### src/djs_pkg.sv
`default_nettype none
package djs_pkg;

   // task table slots; the 3-bit slot field and 4-bit task_count are sized for it
   localparam int MAX_TASKS = 8;

   typedef enum logic [1:0] {
      CMD_LOAD    = 2'd0,
      CMD_TICK    = 2'd1,
      CMD_RESTART = 2'd2
   } cmd_type;

   typedef struct packed {
      logic [1:0]  command;
      logic [2:0]  slot;
      logic [7:0]  task_id;
      logic [15:0] period;
      logic [15:0] rel_deadline;
      logic [15:0] compute;
   } req_type;

   typedef struct packed {
      logic        run_valid;
      logic [7:0]  run_id;
      logic        missed;
      logic        infeasible;
      logic        overflow;
      logic [31:0] now;
   } rsp_type;

   // controller to datapath
   typedef struct packed {
      logic begin_item; // latch reported tick number, clear run result
      logic load;       // write table slot from the held request
      logic restart;    // start restart sweep
      logic clear_step; // clear one task slot and one job entry
      logic rel_step;   // handle release of current task slot
      logic scan_start; // reset best-job search
      logic scan_step;  // compare one job entry
      logic retire;     // run or miss the selected job
      logic tick_done;  // advance tick number
   } djs_cmd_type;

   // datapath to controller
   typedef struct packed {
      logic rel_last;
      logic scan_last;
      logic clear_last;
      logic missed;
   } djs_sts_type;

endpackage
`default_nettype wire

### src/djs_datapath.sv
`default_nettype none
module djs_datapath #(
   parameter int QUEUE_DEPTH = 32
) (
   input  wire logic               clock,
   input  wire logic               reset,
   input  wire djs_pkg::req_type   req_hold,
   input  wire logic [3:0]         task_count,
   input  wire djs_pkg::djs_cmd_type cmd,
   output      djs_pkg::djs_sts_type sts,
   output      djs_pkg::rsp_type   rsp_data
);
   import djs_pkg::*;

   localparam int TW = (MAX_TASKS > 1) ? $clog2(MAX_TASKS) : 1;
   localparam int QW = $clog2(QUEUE_DEPTH);
   localparam int CW = (TW > QW) ? TW : QW;
   localparam logic [CW:0] IDX_ONE = {{CW{1'b0}}, 1'b1};

   // task table, undefined until loaded
   logic [15:0] tperiod [MAX_TASKS];
   logic [15:0] tdead   [MAX_TASKS];
   logic [15:0] tcomp   [MAX_TASKS];
   logic [7:0]  tident  [MAX_TASKS];
   logic [15:0] cdown_ff [MAX_TASKS];

   // job store in memories; valid bits in flops
   logic [31:0] jdl_mem  [QUEUE_DEPTH];
   logic [15:0] jrem_mem [QUEUE_DEPTH];
   logic [2:0]  jslot_mem[QUEUE_DEPTH];
   logic [QUEUE_DEPTH-1:0] jvalid_ff;

   logic [31:0] tick_ff;
   logic [31:0] now_ff;
   logic        missed_ff, infeas_ff, ovf_ff;
   logic [CW:0] idx_ff;
   logic        best_ok_ff;
   logic [QW-1:0] best_ff;
   logic [31:0] best_dl_ff;
   logic [2:0]  best_slot_ff;
   logic [15:0] best_rem_ff;
   logic        ran_ff;
   logic [7:0]  ran_id_ff;

   logic [31:0] rd_dl_ff;
   logic [15:0] rd_rem_ff;
   logic [2:0]  rd_slot_ff;
   logic [QW-1:0] rd_idx_ff;
   logic        rd_vld_ff;
   logic [3:0]  active;
   logic [QW-1:0] free_idx;
   logic        free_ok;
   logic [TW-1:0] ti;
   logic [QW-1:0] qi;
   logic        better;

   assign active = (task_count > 4'(MAX_TASKS)) ? 4'(MAX_TASKS) : task_count;
   assign ti = idx_ff[TW-1:0];
   assign qi = idx_ff[QW-1:0];

   // first free job entry
   always_comb begin
      free_idx = '0;
      free_ok  = 1'b0;
      for (int q = QUEUE_DEPTH - 1; q >= 0; q--) begin
         if (!jvalid_ff[q]) begin
            free_idx = QW'(q);
            free_ok  = 1'b1;
         end
      end
   end

   // compare the entry read in the previous cycle with the best so far
   assign better = rd_vld_ff && (!best_ok_ff || rd_dl_ff < best_dl_ff ||
                   (rd_dl_ff == best_dl_ff && rd_slot_ff < best_slot_ff));

   assign sts.rel_last   = (32'(idx_ff) + 32'd1 >= 32'(active)) || (active == 4'd0);
   assign sts.scan_last  = (32'(idx_ff) == QUEUE_DEPTH);
   assign sts.clear_last = (32'(idx_ff) == QUEUE_DEPTH - 1);
   assign sts.missed     = missed_ff;

   // table and job memories
   always_ff @(posedge clock) begin
      if (cmd.load && 32'(req_hold.slot) < MAX_TASKS) begin
         tperiod[req_hold.slot[TW-1:0]] <= req_hold.period;
         tdead[req_hold.slot[TW-1:0]]   <= req_hold.rel_deadline;
         tcomp[req_hold.slot[TW-1:0]]   <= req_hold.compute;
         tident[req_hold.slot[TW-1:0]]  <= req_hold.task_id;
      end
      if (cmd.rel_step && active != 4'd0 && cdown_ff[ti] == 16'd0 && free_ok) begin
         jdl_mem[free_idx]   <= tick_ff + 32'(tdead[ti]);
         jrem_mem[free_idx]  <= tcomp[ti];
         jslot_mem[free_idx] <= 3'(ti);
      end else if (cmd.retire && best_ok_ff && best_dl_ff > tick_ff) begin
         jrem_mem[best_ff] <= best_rem_ff - 16'd1;
      end
      // registered read at the scan index
      rd_dl_ff   <= jdl_mem[qi];
      rd_rem_ff  <= jrem_mem[qi];
      rd_slot_ff <= jslot_mem[qi];
      rd_idx_ff  <= qi;
   end

   // capture the best job entry
   always_ff @(posedge clock) begin
      if (better) begin
         best_ff      <= rd_idx_ff;
         best_dl_ff   <= rd_dl_ff;
         best_slot_ff <= rd_slot_ff;
         best_rem_ff  <= rd_rem_ff;
      end
   end

   // control state of datapath
   always_ff @(posedge clock) begin
      if (reset) begin
         for (int s = 0; s < MAX_TASKS; s++) cdown_ff[s] <= '0;
         jvalid_ff  <= '0;
         tick_ff    <= '0;
         now_ff     <= '0;
         missed_ff  <= 1'b0;
         infeas_ff  <= 1'b0;
         ovf_ff     <= 1'b0;
         idx_ff     <= '0;
         best_ok_ff <= 1'b0;
         rd_vld_ff  <= 1'b0;
         ran_ff     <= 1'b0;
         ran_id_ff  <= '0;
      end else begin
         // latch the tick number this transaction reports
         if (cmd.begin_item) begin
            ran_ff <= 1'b0;
            now_ff <= cmd.restart ? 32'd0 : tick_ff;
         end
         if (cmd.load) begin
            if (req_hold.rel_deadline < req_hold.compute) infeas_ff <= 1'b1;
            if (32'(req_hold.slot) < MAX_TASKS) cdown_ff[req_hold.slot[TW-1:0]] <= '0;
         end
         if (cmd.restart) begin
            tick_ff   <= '0;
            missed_ff <= 1'b0;
            ovf_ff    <= 1'b0;
         end
         if (cmd.clear_step) begin
            if (32'(idx_ff) < MAX_TASKS) cdown_ff[ti] <= '0;
            jvalid_ff[qi] <= 1'b0;
         end
         if (cmd.rel_step && active != 4'd0) begin
            if (cdown_ff[ti] == 16'd0) begin
               cdown_ff[ti] <= tperiod[ti] - 16'd1;
               if (free_ok) jvalid_ff[free_idx] <= 1'b1;
               else ovf_ff <= 1'b1;
            end else begin
               cdown_ff[ti] <= cdown_ff[ti] - 16'd1;
            end
         end
         // advance the shared slot and entry index
         if (cmd.begin_item || cmd.scan_start) idx_ff <= '0;
         else if (cmd.clear_step || cmd.rel_step || cmd.scan_step) idx_ff <= idx_ff + IDX_ONE;
         rd_vld_ff <= cmd.scan_step && (32'(idx_ff) < QUEUE_DEPTH) && jvalid_ff[qi];
         if (cmd.scan_start) best_ok_ff <= 1'b0;
         else if (better) best_ok_ff <= 1'b1;
         if (cmd.retire && best_ok_ff) begin
            if (best_dl_ff <= tick_ff) begin
               missed_ff <= 1'b1;
            end else begin
               ran_ff    <= 1'b1;
               ran_id_ff <= tident[best_slot_ff[TW-1:0]];
               if (best_rem_ff <= 16'd1) jvalid_ff[best_ff] <= 1'b0;
            end
         end
         if (cmd.tick_done) tick_ff <= tick_ff + 32'd1;
      end
   end

   // result: tick reports number before advance
   always_comb begin
      rsp_data.run_valid  = ran_ff;
      rsp_data.run_id     = ran_ff ? ran_id_ff : 8'd0;
      rsp_data.missed     = missed_ff;
      rsp_data.infeasible = infeas_ff;
      rsp_data.overflow   = ovf_ff;
      rsp_data.now        = now_ff;
   end

   // a job never runs once the miss flag is up
   assert property (@(posedge clock) disable iff (reset)
      missed_ff && cmd.retire |=> !ran_ff)
      else $error("job ran after miss");
   // restart clears the tick number
   assert property (@(posedge clock) disable iff (reset)
      cmd.restart |=> tick_ff == 32'd0)
      else $error("restart left tick number");
   // infeasible flag is sticky
   assert property (@(posedge clock) disable iff (reset)
      infeas_ff |=> infeas_ff)
      else $error("infeasible flag dropped");
endmodule
`default_nettype wire

### src/djs_control.sv
`default_nettype none
module djs_control (
   input  wire logic                 clock,
   input  wire logic                 reset,
   input  wire logic                 req_valid,
   output      logic                 req_ready,
   input  wire logic [1:0]           req_command,
   output      logic                 rsp_valid,
   input  wire logic                 rsp_ready,
   output      logic                 hold_en,
   input  wire djs_pkg::djs_sts_type sts,
   output      djs_pkg::djs_cmd_type cmd
);
   import djs_pkg::*;

   typedef enum logic [6:0] {
      ST_IDLE    = 7'b0000001,
      ST_DECODE  = 7'b0000010,
      ST_CLEAR   = 7'b0000100,
      ST_RELEASE = 7'b0001000,
      ST_SCAN    = 7'b0010000,
      ST_RETIRE  = 7'b0100000,
      ST_RESP    = 7'b1000000
   } state_type;

   state_type state_ff, state_in;
   logic [1:0] cmd_ff;

   assign req_ready = (state_ff == ST_IDLE);
   assign rsp_valid = (state_ff == ST_RESP);
   assign hold_en   = req_valid && req_ready;

   always_ff @(posedge clock) begin
      if (reset) begin
         state_ff <= ST_IDLE;
         cmd_ff   <= '0;
      end else begin
         state_ff <= state_in;
         if (hold_en) cmd_ff <= req_command;
      end
   end

   // sequence one transaction
   always_comb begin
      state_in = state_ff;
      cmd      = '0;
      case (state_ff)
         ST_IDLE: begin
            if (req_valid) state_in = ST_DECODE;
         end
         ST_DECODE: begin
            cmd.begin_item = 1'b1;
            case (cmd_ff)
               CMD_LOAD: begin
                  cmd.load = 1'b1;
                  state_in = ST_RESP;
               end
               CMD_TICK: begin
                  if (sts.missed) begin
                     cmd.tick_done = 1'b1;
                     state_in = ST_RESP;
                  end else begin
                     state_in = ST_RELEASE;
                  end
               end
               CMD_RESTART: begin
                  cmd.restart = 1'b1;
                  state_in = ST_CLEAR;
               end
               default: state_in = ST_RESP;
            endcase
         end
         ST_CLEAR: begin
            cmd.clear_step = 1'b1;
            if (sts.clear_last) state_in = ST_RESP;
         end
         ST_RELEASE: begin
            cmd.rel_step = 1'b1;
            if (sts.rel_last) begin
               cmd.scan_start = 1'b1;
               state_in = ST_SCAN;
            end
         end
         ST_SCAN: begin
            cmd.scan_step = 1'b1;
            if (sts.scan_last) state_in = ST_RETIRE;
         end
         ST_RETIRE: begin
            cmd.retire    = 1'b1;
            cmd.tick_done = 1'b1;
            state_in = ST_RESP;
         end
         ST_RESP: begin
            if (rsp_ready) state_in = ST_IDLE;
         end
         default: state_in = ST_IDLE;
      endcase
   end

   assert property (@(posedge clock) disable iff (reset)
      rsp_valid && !rsp_ready |=> rsp_valid)
      else $error("result dropped while stalled");
   assert property (@(posedge clock) disable iff (reset)
      hold_en |=> state_ff == ST_DECODE)
      else $error("accepted transaction not decoded");
   assert property (@(posedge clock) disable iff (reset)
      $onehot0({cmd.load, cmd.restart, cmd.scan_step, cmd.clear_step}))
      else $error("conflicting datapath commands");
endmodule
`default_nettype wire

### src/deadline_job_scheduler.sv
// Earliest-deadline-first tick scheduler.
// req channel: one transaction carries a command (load slot, tick,
// restart) and task fields. rsp channel: one result per transaction with
// the running task id, sticky miss/infeasible/overflow flags and the tick
// number. csr channel: writes task_count (active table slots).
// Steps: a load decodes and answers; a tick runs one release step per
// active slot (one step when none is active), a scan over every job entry
// through the registered store read, then retire; a tick after a miss
// skips release, scan and retire but still advances the tick number;
// restart runs a clearing pass over the store. One transaction is in
// flight at a time; req_ready is high only while idle, so a new request
// is taken only after the result has been accepted. The result holds in
// its register while rsp_ready is low. Reset clears jobs, flags, the tick
// number and sets task_count to 1; the task table is undefined until
// loaded.
`default_nettype none
module deadline_job_scheduler #(
   parameter int QUEUE_DEPTH = 32
) (
   input  wire logic             clock,
   input  wire logic             reset,
   input  wire logic             req_valid,
   output      logic             req_ready,
   input  wire djs_pkg::req_type req_data,
   output      logic             rsp_valid,
   input  wire logic             rsp_ready,
   output      djs_pkg::rsp_type rsp_data,
   input  wire logic             csr_valid,
   output      logic             csr_ready,
   input  wire logic [3:0]       csr_data
);
   import djs_pkg::*;

   req_type     req_ff;
   logic [3:0]  count_ff;
   logic        hold_en;
   djs_cmd_type cmd;
   djs_sts_type sts;

   assign csr_ready = 1'b1;

   // hold request and register
   always_ff @(posedge clock) begin
      if (hold_en) req_ff <= req_data;
      if (reset) count_ff <= 4'd1;
      else if (csr_valid) count_ff <= csr_data;
   end

   djs_control u_ctrl (
      .clock, .reset, .req_valid, .req_ready,
      .req_command(req_data.command),
      .rsp_valid, .rsp_ready, .hold_en, .sts, .cmd
   );

   djs_datapath #(.QUEUE_DEPTH(QUEUE_DEPTH)) u_dp (
      .clock, .reset, .req_hold(req_ff), .task_count(count_ff),
      .cmd, .sts, .rsp_data
   );
endmodule
`default_nettype wire
### config.mk
export PLATFORM = sky130hd
export DESIGN_NAME = deadline_job_scheduler
export DESIGN_NICKNAME = d
export VERILOG_FILES = /design/src/djs_pkg.sv /design/src/djs_datapath.sv /design/src/djs_control.sv /design/src/deadline_job_scheduler.sv
export SDC_FILE = /design/constraint.sdc
export NUM_CORES = 2
export LEC_CHECK = 0
export BUFFER_PORTS_ARGS = -buffer_cell sky130_fd_sc_hd__buf_4
export CORE_ASPECT_RATIO = 2
export CORE_MARGIN = 2
export CORE_UTILIZATION = 55
export DETAILED_ROUTE_END_ITERATION = 7
export GPL_TIMING_DRIVEN = 0
export PLACE_DENSITY = 0.71
export SYNTH_ARGS = -nofsm -noshare
export SYNTH_HDL_FRONTEND = slang
export SYNTH_HIERARCHICAL = 1
export SYNTH_SLANG_ARGS = --single-unit
### constraint.sdc
create_clock -name clock -period 8 [get_ports clock]
set_input_delay 1.2 -clock clock [delete_from_list [all_inputs] [get_ports clock]]
set_output_delay 1.2 -clock clock [all_outputs]
set_load 0.03 [all_outputs]
==> results.yml <==
worst_setup_path:
  critical_path.endpoint_type: "flip-flop"
  rr_worst_depth: 20
  cp.arrival_ns: 8.58
  startpoint_type: "flip-flop"
  worstReg2RegEnd: "u_dp/jdl_mem[7][18]"
  cp_max_fo: 19
  rrSetupSlack_ns: 0.12
  required_ns: 8.70
  cp-endpoint: "u_dp/jdl_mem[7][18]"
  worstSetupPathType: "reg2reg"
place:
  place_area_um2: 105000
  gp_congestion: 0.994
  dpl.hpwl_um: 264000
  pre_cts_ws_ns: -1.90
  port-buffer-count: 114
sta:
  setup_slack_ns: 0.121
  hold_violations: 0
  finClkSkew_ns: 0.0776
  min_period_ns: 7.88
  worst_pin_slew_ns: 2.03
  finalSetupViolations: 0
  finalMaxSlewViolations: 263
  relSlewSlack_pct: -36.9
  period_share_pct: 98.5
  rsz0062_at_grt: "no"
  fmax_ghz: 0.127
layout:
  n_fill_cell: 12400
  syn_to_final_growth_pct: 14.6
  final_cell_mix: "edfxtp_1, a22oi_1, nand4_1"
  final_cell_area_um2: 112000
  final_common_cell: "edfxtp_1"
  fin_nets: 6607
  final_layout_size_suffix_gt1_share_pct: 16.0
cts:
  cts-root-buf: "clkbuf_16"
  clk_latency_ns: 0.88
  ctsHoldBuffers: 0
  cts.sinks: 2511
  htree_levels: 4
  cts_tree: "yes"
  clkTransAtPathRegs_ns: 0.06
  cts_made_buffers: 207
  cts_buffer_depth: 4
global_route:
  grt_usage_pct: 40.9
  grt-ovfl-total: 0
  grt_first_pass_wirelength_um: 498000
  antenna_found_initial: 37
  grt_pass1_vias: 62100
  grt_max_degree: 42
die:
  die_h_um: 600
  core_area_um2: 176000
  rows: 218
  start_util_pct: 55.4
  dieArea_um2: 181000
  num_io_pins: 117
  die_x_um: 302
outcome:
  outcome: "finished with violations"
  violations: "max-capacitance violations, max-slew violations"
power:
  p_leak_nw: 35.5
  p_per_area_nw_per_um2: 225
  vdd_drop_max_uv: 236
flow_run:
  max_cap_violations: 30
synthesis:
  synth_area_um2: 97600
  yosysWarningCount: 6
  avgSynthCellArea_um2: 16.4
  syn_nets: 6115
  netlist_instances: 5934
detailed_routing:
  detailedRoute.firstPassIterationCount: 6
  routedWlPerCell_um: 41.1
  drc: 0
  drt-total-wl_um: 367000
  ant_nets: 0
  via_per_inst: 7.15
  drt_iter0_drc: 9866
  vias: 63900
worst_hold_path:
  hold_class: "reg2reg"
==> registers in the layout, summed over array words and instances, names as in the netlist, 59 cells and up, named ones only <==
name            cells
req_ff             59
u_dp/cdown_ff     128
u_dp/jdl_mem     1024
u_dp/jrem_mem     512
u_dp/jslot_mem     96
u_dp/tcomp        128
u_dp/tdead        128
u_dp/tident        64
u_dp/tperiod      128
==> per-layer routing <==
metal | vias to the layer above | wire (µm) | GRT usage [%]
met2 | 5231 | 179000 | 67.7
met3 | 1956 | 38500 | 11.2
met4 | 24 | 49500 | 42.7
li1 | 25100 | - | -
met5 | - | 144 | 0
met1 | 31500 | 101000 | 39.7
==> how the worst min path moves through the flow <==
stage	startpoint	endpoint	slack, ns	cells past startpoint
after floorplan	u_dp/idx_ff[3]	u_dp/rd_idx_ff[3]	0.33	0
after global placement	u_dp/idx_ff[3]	u_dp/rd_idx_ff[3]	0.34	0
after detailed placement	u_dp/idx_ff[3]	u_dp/rd_idx_ff[3]	0.34	0
after CTS	u_dp/idx_ff[3]	u_dp/rd_idx_ff[3]	0.36	0
after global routing	u_dp/idx_ff[3]	u_dp/rd_idx_ff[3]	0.37	0
final	u_dp/idx_ff[3]	u_dp/rd_idx_ff[3]	0.36	0
==> stage by stage <==
| step | utilization, % | cells | TNS (ns) | total power (W) | hold WS [ns] |
|---|---|---|---|---|---|
| finish | 63.5 | 8936 | 0 | 0.0251 | 0.363 |
| floorplan | - | 5934 | 0 | 0.0149 | 0.329 |
| detailed placement | 59.4 | 8521 | -964.31 | 0.0152 | 0.342 |
| global route | 63.4 | 8909 | 0 | 0.0256 | 0.367 |
| CTS | 63.3 | 8893 | 0 | 0.0251 | 0.357 |
| global placement | 57.5 | 8358 | -4063.13 | 0.0151 | 0.337 |
==> where the power goes <==
part / total (W) / switching [W] / internal [W]
combinational: 0.000433 / 0.000295 / 0.000138
clock: 0.0102 / 0.00468 / 0.00556
sequential: 0.0145 / 0.000115 / 0.0144
==> worst max-delay path, cell delays in order (launching register included) <==
cell             delay, ns
dfxtp_1               0.32
buf_2                 0.29
buf_2                 0.58
clkbuf_2              0.44
clkdlybuf4s15_2       0.59
clkdlybuf4s15_2       0.63
clkbuf_2              0.42
mux2_2                0.42
ha_1                  0.26
inv_1                 0.08
fa_1                  0.45
nor2b_1               0.18
o31a_1                0.22
nor4_1                0.12
o41ai_2               0.74
a2111oi_0             0.31
o31ai_2               0.31
buf_6                 0.21
nand3_1               0.14
xnor2_2               0.73
buf_8                 0.26
==> layout make-up <==
cell class / instances / area, µm² / share of cell area [%]
Clock inverter: 124 / 1190 / 1.06
Timing Repair Buffer: 286 / 3770 / 3.37
Multi-Input combinational cell: 2930 / 22800 / 20.4
Tap cell: 2310 / 2890 / 2.58
Sequential cell: 2511 / 73500 / 65.7
Inverter: 153 / 577 / 0.516
Clock buffer: 248 / 5490 / 4.91
Antenna cell: 37 / 92.6 / 0.0828
Buffer: 337 / 1510 / 1.35
==> timing repair <==
item,CTS,global route
pin swaps,1,0
setup buffers,3,0
endpoints found under the setup margin,768,16
cloned,0,0
gates resized for setup,36,1
(Power assumes the default switching activity.)
